File: src/blsph_pkg.sv
// ----------------------------------------------------------------------------
// blsph_pkg
// Shared widths, register codes, reset values and the per-band state word
// of the band level smoother with peak hold.
// ----------------------------------------------------------------------------
package blsph_pkg;

   localparam int NUM_BANDS  = 64;
   localparam int ADDR_W     = $clog2(NUM_BANDS);
   localparam int BAND_W     = 6;
   localparam int LEVEL_W    = 16;
   localparam int COEFF_W    = 16;
   localparam int HOLD_W     = 10;
   localparam int DECAY_W    = 12;
   localparam int CSR_IDX_W  = 2;
   localparam int CSR_DATA_W = 16;
   localparam int DIFF_W     = LEVEL_W + 1;
   localparam int PROD_W     = 2 * DIFF_W;
   localparam int SUM_W      = LEVEL_W + 2;

   localparam logic [CSR_IDX_W-1:0] CSR_COEFF = 2'd0;
   localparam logic [CSR_IDX_W-1:0] CSR_HOLD  = 2'd1;
   localparam logic [CSR_IDX_W-1:0] CSR_DECAY = 2'd2;

   localparam logic [COEFF_W-1:0]        COEFF_RESET = 16'd52429;
   localparam logic [HOLD_W-1:0]         HOLD_RESET  = 10'd63;
   localparam logic [DECAY_W-1:0]        DECAY_RESET = 12'd64;
   localparam logic signed [LEVEL_W-1:0] PEAK_RESET  = -16'sd25600;
   localparam logic signed [SUM_W-1:0]   LEVEL_MIN   = -18'sd32768;
   localparam logic signed [PROD_W-1:0]  ROUND_HALF  = PROD_W'(32768);

   typedef struct packed {
      logic signed [LEVEL_W-1:0] smoothed;
      logic signed [LEVEL_W-1:0] peak;
      logic [HOLD_W-1:0]         hold;
   } band_state_type;

   localparam int STATE_W = $bits(band_state_type);

   localparam band_state_type RESET_STATE = '{smoothed: '0, peak: PEAK_RESET, hold: '0};

   typedef struct packed {
      logic [COEFF_W-1:0] coeff;
      logic [HOLD_W-1:0]  hold_frames;
      logic [DECAY_W-1:0] decay;
   } csr_type;

endpackage

File: src/blsph_ram.sv
// ----------------------------------------------------------------------------
// blsph_ram
// Generic single-write, single-read synchronous RAM with registered read.
// ----------------------------------------------------------------------------
module blsph_ram #(
   parameter int WIDTH = 8,
   parameter int DEPTH = 16
) (
   input  logic                     clock,
   input  logic                     we,
   input  logic [$clog2(DEPTH)-1:0] waddr,
   input  logic [WIDTH-1:0]         wdata,
   input  logic                     re,
   input  logic [$clog2(DEPTH)-1:0] raddr,
   output logic [WIDTH-1:0]         rdata
);

   logic [WIDTH-1:0] mem_ff [DEPTH];
   logic [WIDTH-1:0] rdata_ff;

   always_ff @(posedge clock) begin
      if (we) begin
         mem_ff[waddr] <= wdata;
      end
      if (re) begin
         rdata_ff <= mem_ff[raddr];
      end
   end

   assign rdata = rdata_ff;

endmodule

File: src/blsph_mix.sv
// ----------------------------------------------------------------------------
// blsph_mix
// Old band state selection (bypass, memory or reset value) and the
// smoothing product (old - new) * k.
// ----------------------------------------------------------------------------
module blsph_mix (
   input  blsph_pkg::band_state_type                ram_state,
   input  logic                                     ram_valid,
   input  logic                                     fwd_hit,
   input  blsph_pkg::band_state_type                fwd_state,
   input  logic signed [blsph_pkg::LEVEL_W-1:0]     new_level,
   input  logic [blsph_pkg::COEFF_W-1:0]            coeff,
   output blsph_pkg::band_state_type                old_state,
   output logic signed [blsph_pkg::PROD_W-1:0]      product
);
   import blsph_pkg::*;

   logic signed [DIFF_W-1:0] diff;
   logic signed [DIFF_W-1:0] coeff_s;

   always_comb begin
      priority if (fwd_hit) begin
         old_state = fwd_state;
      end else if (ram_valid) begin
         old_state = ram_state;
      end else begin
         old_state = RESET_STATE;
      end
   end

   assign diff    = DIFF_W'(old_state.smoothed) - DIFF_W'(new_level);
   assign coeff_s = $signed({1'b0, coeff});
   assign product = diff * coeff_s;

endmodule

File: src/blsph_peak.sv
// ----------------------------------------------------------------------------
// blsph_peak
// Rounded smoothed level and the peak hold / decay update of one band.
// ----------------------------------------------------------------------------
module blsph_peak (
   input  logic signed [blsph_pkg::LEVEL_W-1:0]     new_level,
   input  logic signed [blsph_pkg::PROD_W-1:0]      product,
   input  blsph_pkg::band_state_type                old_state,
   input  logic [blsph_pkg::HOLD_W-1:0]             hold_frames,
   input  logic [blsph_pkg::DECAY_W-1:0]            decay,
   output blsph_pkg::band_state_type                next_state
);
   import blsph_pkg::*;

   logic signed [PROD_W-1:0]  rounded;
   logic signed [SUM_W-1:0]   sum;
   logic signed [LEVEL_W-1:0] smoothed;
   logic signed [SUM_W-1:0]   peak_dec;
   logic signed [LEVEL_W-1:0] peak_dec_sat;
   logic [HOLD_W-1:0]         hold_dec;
   logic signed [LEVEL_W-1:0] peak_held;

   assign rounded  = product + ROUND_HALF;
   assign sum      = $signed(rounded[PROD_W-1:COEFF_W]) + SUM_W'(new_level);
   assign smoothed = sum[LEVEL_W-1:0];

   assign peak_dec     = SUM_W'(old_state.peak) - $signed(SUM_W'(decay));
   assign peak_dec_sat = (peak_dec < LEVEL_MIN) ? LEVEL_MIN[LEVEL_W-1:0]
                                                : peak_dec[LEVEL_W-1:0];
   assign hold_dec     = (old_state.hold == '0) ? '0 : old_state.hold - 1'b1;
   assign peak_held    = (hold_dec == '0) ? peak_dec_sat : old_state.peak;

   always_comb begin
      next_state.smoothed = smoothed;
      priority if (smoothed > old_state.peak) begin
         next_state.peak = smoothed;
         next_state.hold = hold_frames;
      end else begin
         next_state.hold = hold_dec;
         next_state.peak = (peak_held < smoothed) ? smoothed : peak_held;
      end
   end

endmodule

File: src/band_level_smoother_peak_hold_top.sv
// ----------------------------------------------------------------------------
// band_level_smoother_peak_hold_top
// Per-band smoothed level, peak hold and peak decay over a band state RAM.
//
// Usage: req_ carries one word per band update (band index, new level in
// signed Q8.8 dB); rsp_ returns one word per request (band, smoothed level,
// peak), in request order. Both channels are valid/ready.
// Path: an accepted word passes the read stage, the update stage and the output register before it is shown on rsp_.
// Throughput: one word per cycle while rsp_ready is high. A word for the
// same band as the word just ahead of it waits while that word is in the read
// stage, as the smoothing multiply needs the finished level of the previous one.
// State: one RAM word per band, read at the accepting edge and written as the
// update stage hands its word on; the last write is bypassed to the read stage.
// Reset: per-band valid flops clear at once, so every band reads smoothed 0,
// peak -100 dB, hold 0; registers return to their defaults. No clearing
// pass; req_ready may rise on the first cycle after reset.
// Stall: a result waits in the output register while req_ words keep
// entering until the two internal stages fill, then req_ready drops.
// Configuration: csr_ writes take effect at once; write only while idle.
// ----------------------------------------------------------------------------
module band_level_smoother_peak_hold_top (
   input  logic                                     clock,
   input  logic                                     reset,
   input  logic                                     req_valid,
   output logic                                     req_ready,
   input  logic [blsph_pkg::BAND_W-1:0]             req_band_index,
   input  logic signed [blsph_pkg::LEVEL_W-1:0]     req_new_level_db,
   output logic                                     rsp_valid,
   input  logic                                     rsp_ready,
   output logic [blsph_pkg::BAND_W-1:0]             rsp_band_out,
   output logic signed [blsph_pkg::LEVEL_W-1:0]     rsp_smoothed_db,
   output logic signed [blsph_pkg::LEVEL_W-1:0]     rsp_peak_db,
   input  logic                                     csr_write_en,
   input  logic [blsph_pkg::CSR_IDX_W-1:0]          csr_index,
   input  logic [blsph_pkg::CSR_DATA_W-1:0]         csr_wdata
);
   import blsph_pkg::*;

   csr_type                   csr_ff, csr_in;

   logic                      s1_valid_ff, s1_valid_in;
   logic [BAND_W-1:0]         s1_band_ff;
   logic                      s1_inrange_ff;
   logic signed [LEVEL_W-1:0] s1_level_ff;
   logic                      rvld_ff;

   logic                      s2_valid_ff, s2_valid_in;
   logic [BAND_W-1:0]         s2_band_ff;
   logic                      s2_inrange_ff;
   logic signed [LEVEL_W-1:0] s2_level_ff;
   logic signed [PROD_W-1:0]  s2_prod_ff;
   band_state_type            s2_old_ff;

   logic                      rsp_valid_ff, rsp_valid_in;
   logic [BAND_W-1:0]         rsp_band_ff;
   logic signed [LEVEL_W-1:0] rsp_smoothed_ff;
   logic signed [LEVEL_W-1:0] rsp_peak_ff;

   logic                      wr_valid_ff;
   logic [ADDR_W-1:0]         wr_addr_ff;
   band_state_type            wr_state_ff;

   logic [NUM_BANDS-1:0]      bvld_ff, bvld_in;

   logic                      s1_free, s2_free, s3_free;
   logic                      s1_go, s2_go, req_go, hazard, ram_we, req_inrange;
   logic [ADDR_W-1:0]         req_addr, s1_addr, s2_addr;
   logic [STATE_W-1:0]        ram_rdata;
   band_state_type            ram_state, old_state, next_state;
   logic signed [PROD_W-1:0]  product;
   logic                      fwd_hit;

   // advance control
   assign s3_free = !rsp_valid_ff || rsp_ready;
   assign s2_free = !s2_valid_ff || s3_free;
   assign s1_free = !s1_valid_ff || s2_free;
   assign s2_go   = s2_valid_ff && s3_free;
   assign s1_go   = s1_valid_ff && s2_free;

   assign hazard  = (s1_valid_ff && (s1_band_ff == req_band_index)) ||
                    (s2_valid_ff && !s3_free && (s2_band_ff == req_band_index));
   assign req_ready = s1_free && !hazard;
   assign req_go    = req_valid && req_ready;

   assign req_inrange = 32'(req_band_index) < NUM_BANDS;
   assign req_addr    = ADDR_W'(req_band_index);
   assign s1_addr     = ADDR_W'(s1_band_ff);
   assign s2_addr     = ADDR_W'(s2_band_ff);
   assign ram_we      = s2_go && s2_inrange_ff;
   assign fwd_hit     = wr_valid_ff && (wr_addr_ff == s1_addr);
   assign ram_state   = band_state_type'(ram_rdata);

   blsph_ram #(
      .WIDTH (STATE_W),
      .DEPTH (NUM_BANDS)
   ) u_ram (
      .clock (clock),
      .we    (ram_we),
      .waddr (s2_addr),
      .wdata (next_state),
      .re    (req_go),
      .raddr (req_addr),
      .rdata (ram_rdata)
   );

   blsph_mix u_mix (
      .ram_state (ram_state),
      .ram_valid (rvld_ff),
      .fwd_hit   (fwd_hit),
      .fwd_state (wr_state_ff),
      .new_level (s1_level_ff),
      .coeff     (csr_ff.coeff),
      .old_state (old_state),
      .product   (product)
   );

   blsph_peak u_peak (
      .new_level   (s2_level_ff),
      .product     (s2_prod_ff),
      .old_state   (s2_old_ff),
      .hold_frames (csr_ff.hold_frames),
      .decay       (csr_ff.decay),
      .next_state  (next_state)
   );

   always_comb begin
      csr_in = csr_ff;
      if (csr_write_en) begin
         unique case (csr_index)
            CSR_COEFF: csr_in.coeff       = csr_wdata[COEFF_W-1:0];
            CSR_HOLD:  csr_in.hold_frames = csr_wdata[HOLD_W-1:0];
            CSR_DECAY: csr_in.decay       = csr_wdata[DECAY_W-1:0];
            default:   csr_in = csr_ff;
         endcase
      end
   end

   always_comb begin
      s1_valid_in  = req_go ? 1'b1 : (s1_go ? 1'b0 : s1_valid_ff);
      s2_valid_in  = s1_go ? 1'b1 : (s2_go ? 1'b0 : s2_valid_ff);
      rsp_valid_in = s2_go ? 1'b1 : (rsp_ready ? 1'b0 : rsp_valid_ff);
      bvld_in      = bvld_ff;
      if (ram_we) begin
         bvld_in[s2_addr] = 1'b1;
      end
   end

   always_ff @(posedge clock) begin
      if (reset) begin
         csr_ff       <= '{coeff: COEFF_RESET, hold_frames: HOLD_RESET, decay: DECAY_RESET};
         s1_valid_ff  <= 1'b0;
         s2_valid_ff  <= 1'b0;
         rsp_valid_ff <= 1'b0;
         wr_valid_ff  <= 1'b0;
         bvld_ff      <= '0;
      end else begin
         csr_ff       <= csr_in;
         s1_valid_ff  <= s1_valid_in;
         s2_valid_ff  <= s2_valid_in;
         rsp_valid_ff <= rsp_valid_in;
         bvld_ff      <= bvld_in;
         if (ram_we) begin
            wr_valid_ff <= 1'b1;
         end
      end
   end

   always_ff @(posedge clock) begin
      if (req_go) begin
         s1_band_ff    <= req_band_index;
         s1_inrange_ff <= req_inrange;
         s1_level_ff   <= req_new_level_db;
         rvld_ff       <= bvld_ff[req_addr];
      end
      if (s1_go) begin
         s2_band_ff    <= s1_band_ff;
         s2_inrange_ff <= s1_inrange_ff;
         s2_level_ff   <= s1_level_ff;
         s2_prod_ff    <= product;
         s2_old_ff     <= old_state;
      end
      if (s2_go) begin
         rsp_band_ff     <= s2_band_ff;
         rsp_smoothed_ff <= s2_inrange_ff ? next_state.smoothed : '0;
         rsp_peak_ff     <= s2_inrange_ff ? next_state.peak : '0;
      end
      if (ram_we) begin
         wr_addr_ff  <= s2_addr;
         wr_state_ff <= next_state;
      end
   end

   assign rsp_valid       = rsp_valid_ff;
   assign rsp_band_out    = rsp_band_ff;
   assign rsp_smoothed_db = rsp_smoothed_ff;
   assign rsp_peak_db     = rsp_peak_ff;

`ifndef SYNTH
   a_no_same_band_adjacent: assert property (@(posedge clock) disable iff (reset)
      !(s1_valid_ff && s2_valid_ff && (s1_band_ff == s2_band_ff)))
      else $error("same band in read and update stages");

   a_write_feeds_output: assert property (@(posedge clock) disable iff (reset)
      ram_we |=> (rsp_valid_ff && (ADDR_W'(rsp_band_ff) == $past(s2_addr))))
      else $error("state write without matching result word");

   a_peak_not_below_level: assert property (@(posedge clock) disable iff (reset)
      rsp_valid_ff |-> (rsp_peak_ff >= rsp_smoothed_ff))
      else $error("peak below smoothed level");

   a_bypass_entry_valid: assert property (@(posedge clock) disable iff (reset)
      wr_valid_ff |-> bvld_ff[wr_addr_ff])
      else $error("bypassed entry not marked valid");
`endif

endmodule
File: config.mk
export PLATFORM = sky130hd
export DESIGN_NAME = band_level_smoother_peak_hold_top
export DESIGN_NICKNAME = d
export VERILOG_FILES = /design/src/blsph_pkg.sv /design/src/blsph_ram.sv /design/src/blsph_mix.sv /design/src/blsph_peak.sv /design/src/band_level_smoother_peak_hold_top.sv
export SDC_FILE = /design/constraint.sdc
export NUM_CORES = 2
export LEC_CHECK = 0
export BUFFER_PORTS_ARGS = -buffer_cell sky130_fd_sc_hd__buf_2
export CAP_MARGIN = 10
export CORE_MARGIN = 2
export CORE_UTILIZATION = 57
export DETAILED_ROUTE_END_ITERATION = 10
export PLACE_DENSITY_LB_ADDON = 0.15
export RECOVER_POWER = 25
export SYNTH_ARGS = -nofsm -noshare
export SYNTH_HDL_FRONTEND = slang
export SYNTH_SLANG_ARGS = --single-unit
export TNS_END_PERCENT = 50
File: constraint.sdc
create_clock -name clock -period 10.2 [get_ports clock]
set_input_delay 1.02 -clock clock [delete_from_list [all_inputs] [get_ports clock]]
set_output_delay 1.02 -clock clock [all_outputs]
set_load 0.01 [all_outputs]
==> results.tsv <==
stage	metric	value	unit
run_status	status	complete, but fails checks	
run_status	failing checks	max-capacitance violations, max-slew violations	
drt	Post-route DRC	0	
floorplan	starting density of the core	57.2	%
run	MaxCap Viol Count	46	
sta	final number of setup-violating endpoints	0	
placed_design	port bufs	84	
grt	pin count of the biggest net entering global routing	112	
setup_path	critical path's slowest cell	fa_1	
drt	Post-DRT Antenna Nets	0	
setup_path	Worst setup EP type	flop	
setup_path	max incr delay on CP	0.54	ns
grt	initial antenna violation count	18	
cells_and_area	number of fill cells in the layout	14700	
synthesis	Mean Syn Cell Area	19.8	µm²
synthesis	synthesized instance count	6333	
sta	fin crit share	96.8	%
setup_path	class of the most critical setup path	flop to flop	
synthesis	Post-synth ARST share	0	%
min_path	Worst Hold Depth	1	
grt	first-pass GRT wire length	476000	µm
placed_design	dpl hpwl	189000	µm
sta	Slew headroom	-368	%
synthesis	YS warnings	0	
sta	fmax	101	MHz
sta	Period minus WS final	9.87	ns
drt	DRT iter0 DRCs	8375	
cts	hold_buf cts	0	
power	PwrDens	341	nW/µm²
floorplan	Die ar.	224000	µm²
setup_path	CP startpoint kind	flop	
synthesis	Syn Nets	6798	
drt	routed vias	64500	
cts	Clock Latency Late Sink	0.95	ns
cts	CTS tree	yes	
power	Leak	0.0462	µW
setup_path	WP data required	10.79	ns
grt	global route overflow	0	
setup_path	R2R cell count	39	
sta	Worst-Margin Slew	7.01	ns
grt	vias in the first global route	63800	
cells_and_area	post-route cell area	140000	µm²
cells_and_area	NumNets Final	7055	
floorplan	FP Rows	172	
cts	clock tree buffer depth	4	
cts	clk slew on worst S/H paths	0.07	ns
cts	Root Driver	clkbuf_16	
cells_and_area	Util after Layout	63.7	%
floorplan	height of the chip	473	µm
drt	Pre-antenna DRT Iters	8	
min_path	worst hold path type	primary input to flop	
setup_path	worst-path fanout max	5	
synthesis	sequential share of the synthesized area	70.3	%
cells_and_area	layout cells sized above 1	23.6	%
placed_design	Placed Area	130000	µm²
setup_path	r2r endpoint	s2_prod_ff[31]	
cells_and_area	commonest non-fill, non-tap cell in the layout	edfxtp_1	
setup_path	crit path DAT	10.46	ns
sta	final hold violation count	0	
setup_path	FF-to-FF setup slack	0.33	ns
cells_and_area	synthesis-to-finish area growth	11.3	%
cells_and_area	Seq. cell area	88200	µm²
synthesis	Post-synth EDFFs	2866	
cells_and_area	most frequent cells in the layout	2866 x edfxtp_1, 894 x mux4_2, 419 x inv_1	
cts	Num CTS Buffers	315	
grt	GRT Util Overall	30.4	%
power	Power Total	47700	µW
floorplan	Core Footprint	219000	µm²
synthesis	ys flop type	edfxtp_1	
cells_and_area	area occupied by multi-input gates	34900	µm²
drt	via/cell ratio	6.65	
floorplan	I/O pin total	85	
synthesis	Distinct cells, synth	69	
cts	H-tree levels	5	
sta	fin. max-slew vios	1308	
drt	Detailed Route WL	337000	µm
setup_path	R2R Path Start	s1_addr[5]	
floorplan	DIE WIDTH	473	µm
drt	wire per inst	34.8	µm
cts	CTS sink cnt	2972	
synthesis	synthesized flop and latch total	2972	
synthesis	synthesized cell area	126000	µm²
sta	hold_ws	0.271	ns
min_path	WHS Endpoint	s1_level_ff[9]	
power	Worst VDD drop	0.000703	V
sta	Clock Skews	0.0969	ns
placed_design	GPL Wtd Cong	0.889	
min_path	Hold Startpoint	req_new_level_db[9]	
## stage by stage
step / std cells / TNS [ns] / setup slack, ns
floorplan: 6333 / 0 / 0.456
CTS: 9673 / 0 / 0.113
global placement: 9131 / 0 / 0.402
global route: 9688 / -0.0503 / -0.0503
detailed placement: 9131 / 0 / 0.243
finish: 9690 / 0 / 0.330
## area by class of cell
class / instances / share of cell area, %
repair buffers: 266 / 1.35
flip-flops and latches: 2972 / 63.1
well taps: 2871 / 2.57
inverters: 426 / 1.14
multi-input cells: 2609 / 25.0
diodes: 4 / 0.00716
clock inverters: 136 / 0.797
clock buffers: 406 / 6.06
## flip-flops by register name, summed over array words and instances, names as in the netlist, 6 cells and up
name          cells
u_ram.mem_ff   2688
s2_level_ff      16
s1_addr           6
rsp_peak_db      16
wr_addr_ff        6
s2_prod_ff       17
s1_level_ff      16
s2_addr           6
csr_ff           38
u_ram.rdata      42
wr_state_ff      26
bvld_ff          64
s2_old_ff        26
## cell families after synthesis
| kind of cell | share of synthesized area [%] |
|---|---|
| DFF | 70.3 |
| muxes | 16.4 |
| and+or+nand+nor | 3.34 |
| buffers and inverters | 2.36 |
| adders and majority gates | 5.76 |
| AOI/OAI and AO/OA | 1.18 |
| xor gates and xnor gates | 0.765 |
## synthesized netlist by cell type, types with 70 or more instances
master,instances,area [µm²]
clkbuf_1,221,830
and2_1,118,738
nor2_1,248,931
xnor2_1,70,613
dfxtp_1,106,2120
inv_1,426,1600
o21ai_0,77,385
fa_1,261,5230
a21oi_1,72,360
nand2_1,343,1290
mux4_2,894,20100
ha_1,159,1990
edfxtp_1,2866,86100
## report_power, final
group	leakage (µW)	internal, µW	total, µW	switching, µW
registers	0.0267	19500	19700	159
logic	0.0149	5820	17200	11400
clock network	0.00469	6280	10800	4530
## critical path: cells and delay by family, from the launching register on
family / cells / cell delay, ns
DFF: 1 / 0.45
xor gates and xnor gates: 3 / 0.67
and+or+nand+nor: 5 / 1.05
adders and majority gates: 9 / 3.97
buffers and inverters: 8 / 0.58
AOI/OAI and AO/OA: 14 / 2.78
## layer usage
metal	track usage, %	vias up	wire length [µm]
li1	-	25400	-
met1	42.8	34700	127000
met2	48.2	3671	163000
met3	6.20	657	34800
met4	10.4	6	12600
met5	0	-	44
## worst max path at each step
stage | depth (start not counted) | slack [ns] | from | end
after floorplan | 40 | 0.46 | wr_addr_ff[2] | s2_prod_ff[31]
final | 39 | 0.33 | s1_addr[5] | s2_prod_ff[31]
after CTS | 38 | 0.11 | s1_addr[5] | s2_prod_ff[31]
after detailed placement | 38 | 0.24 | s1_addr[5] | s2_prod_ff[31]
after global placement | 39 | 0.40 | s1_addr[3] | s2_prod_ff[31]
after global routing | 40 | -0.05 | wr_addr_ff[5] | s2_prod_ff[29]
## what timing repair did
item | CTS | global route
resized for setup | 0 | 17
setup buffers | 0 | 8
endpoints found under the setup margin | 0 | 5
No activity file was read; power rests on OpenSTA's default activity.
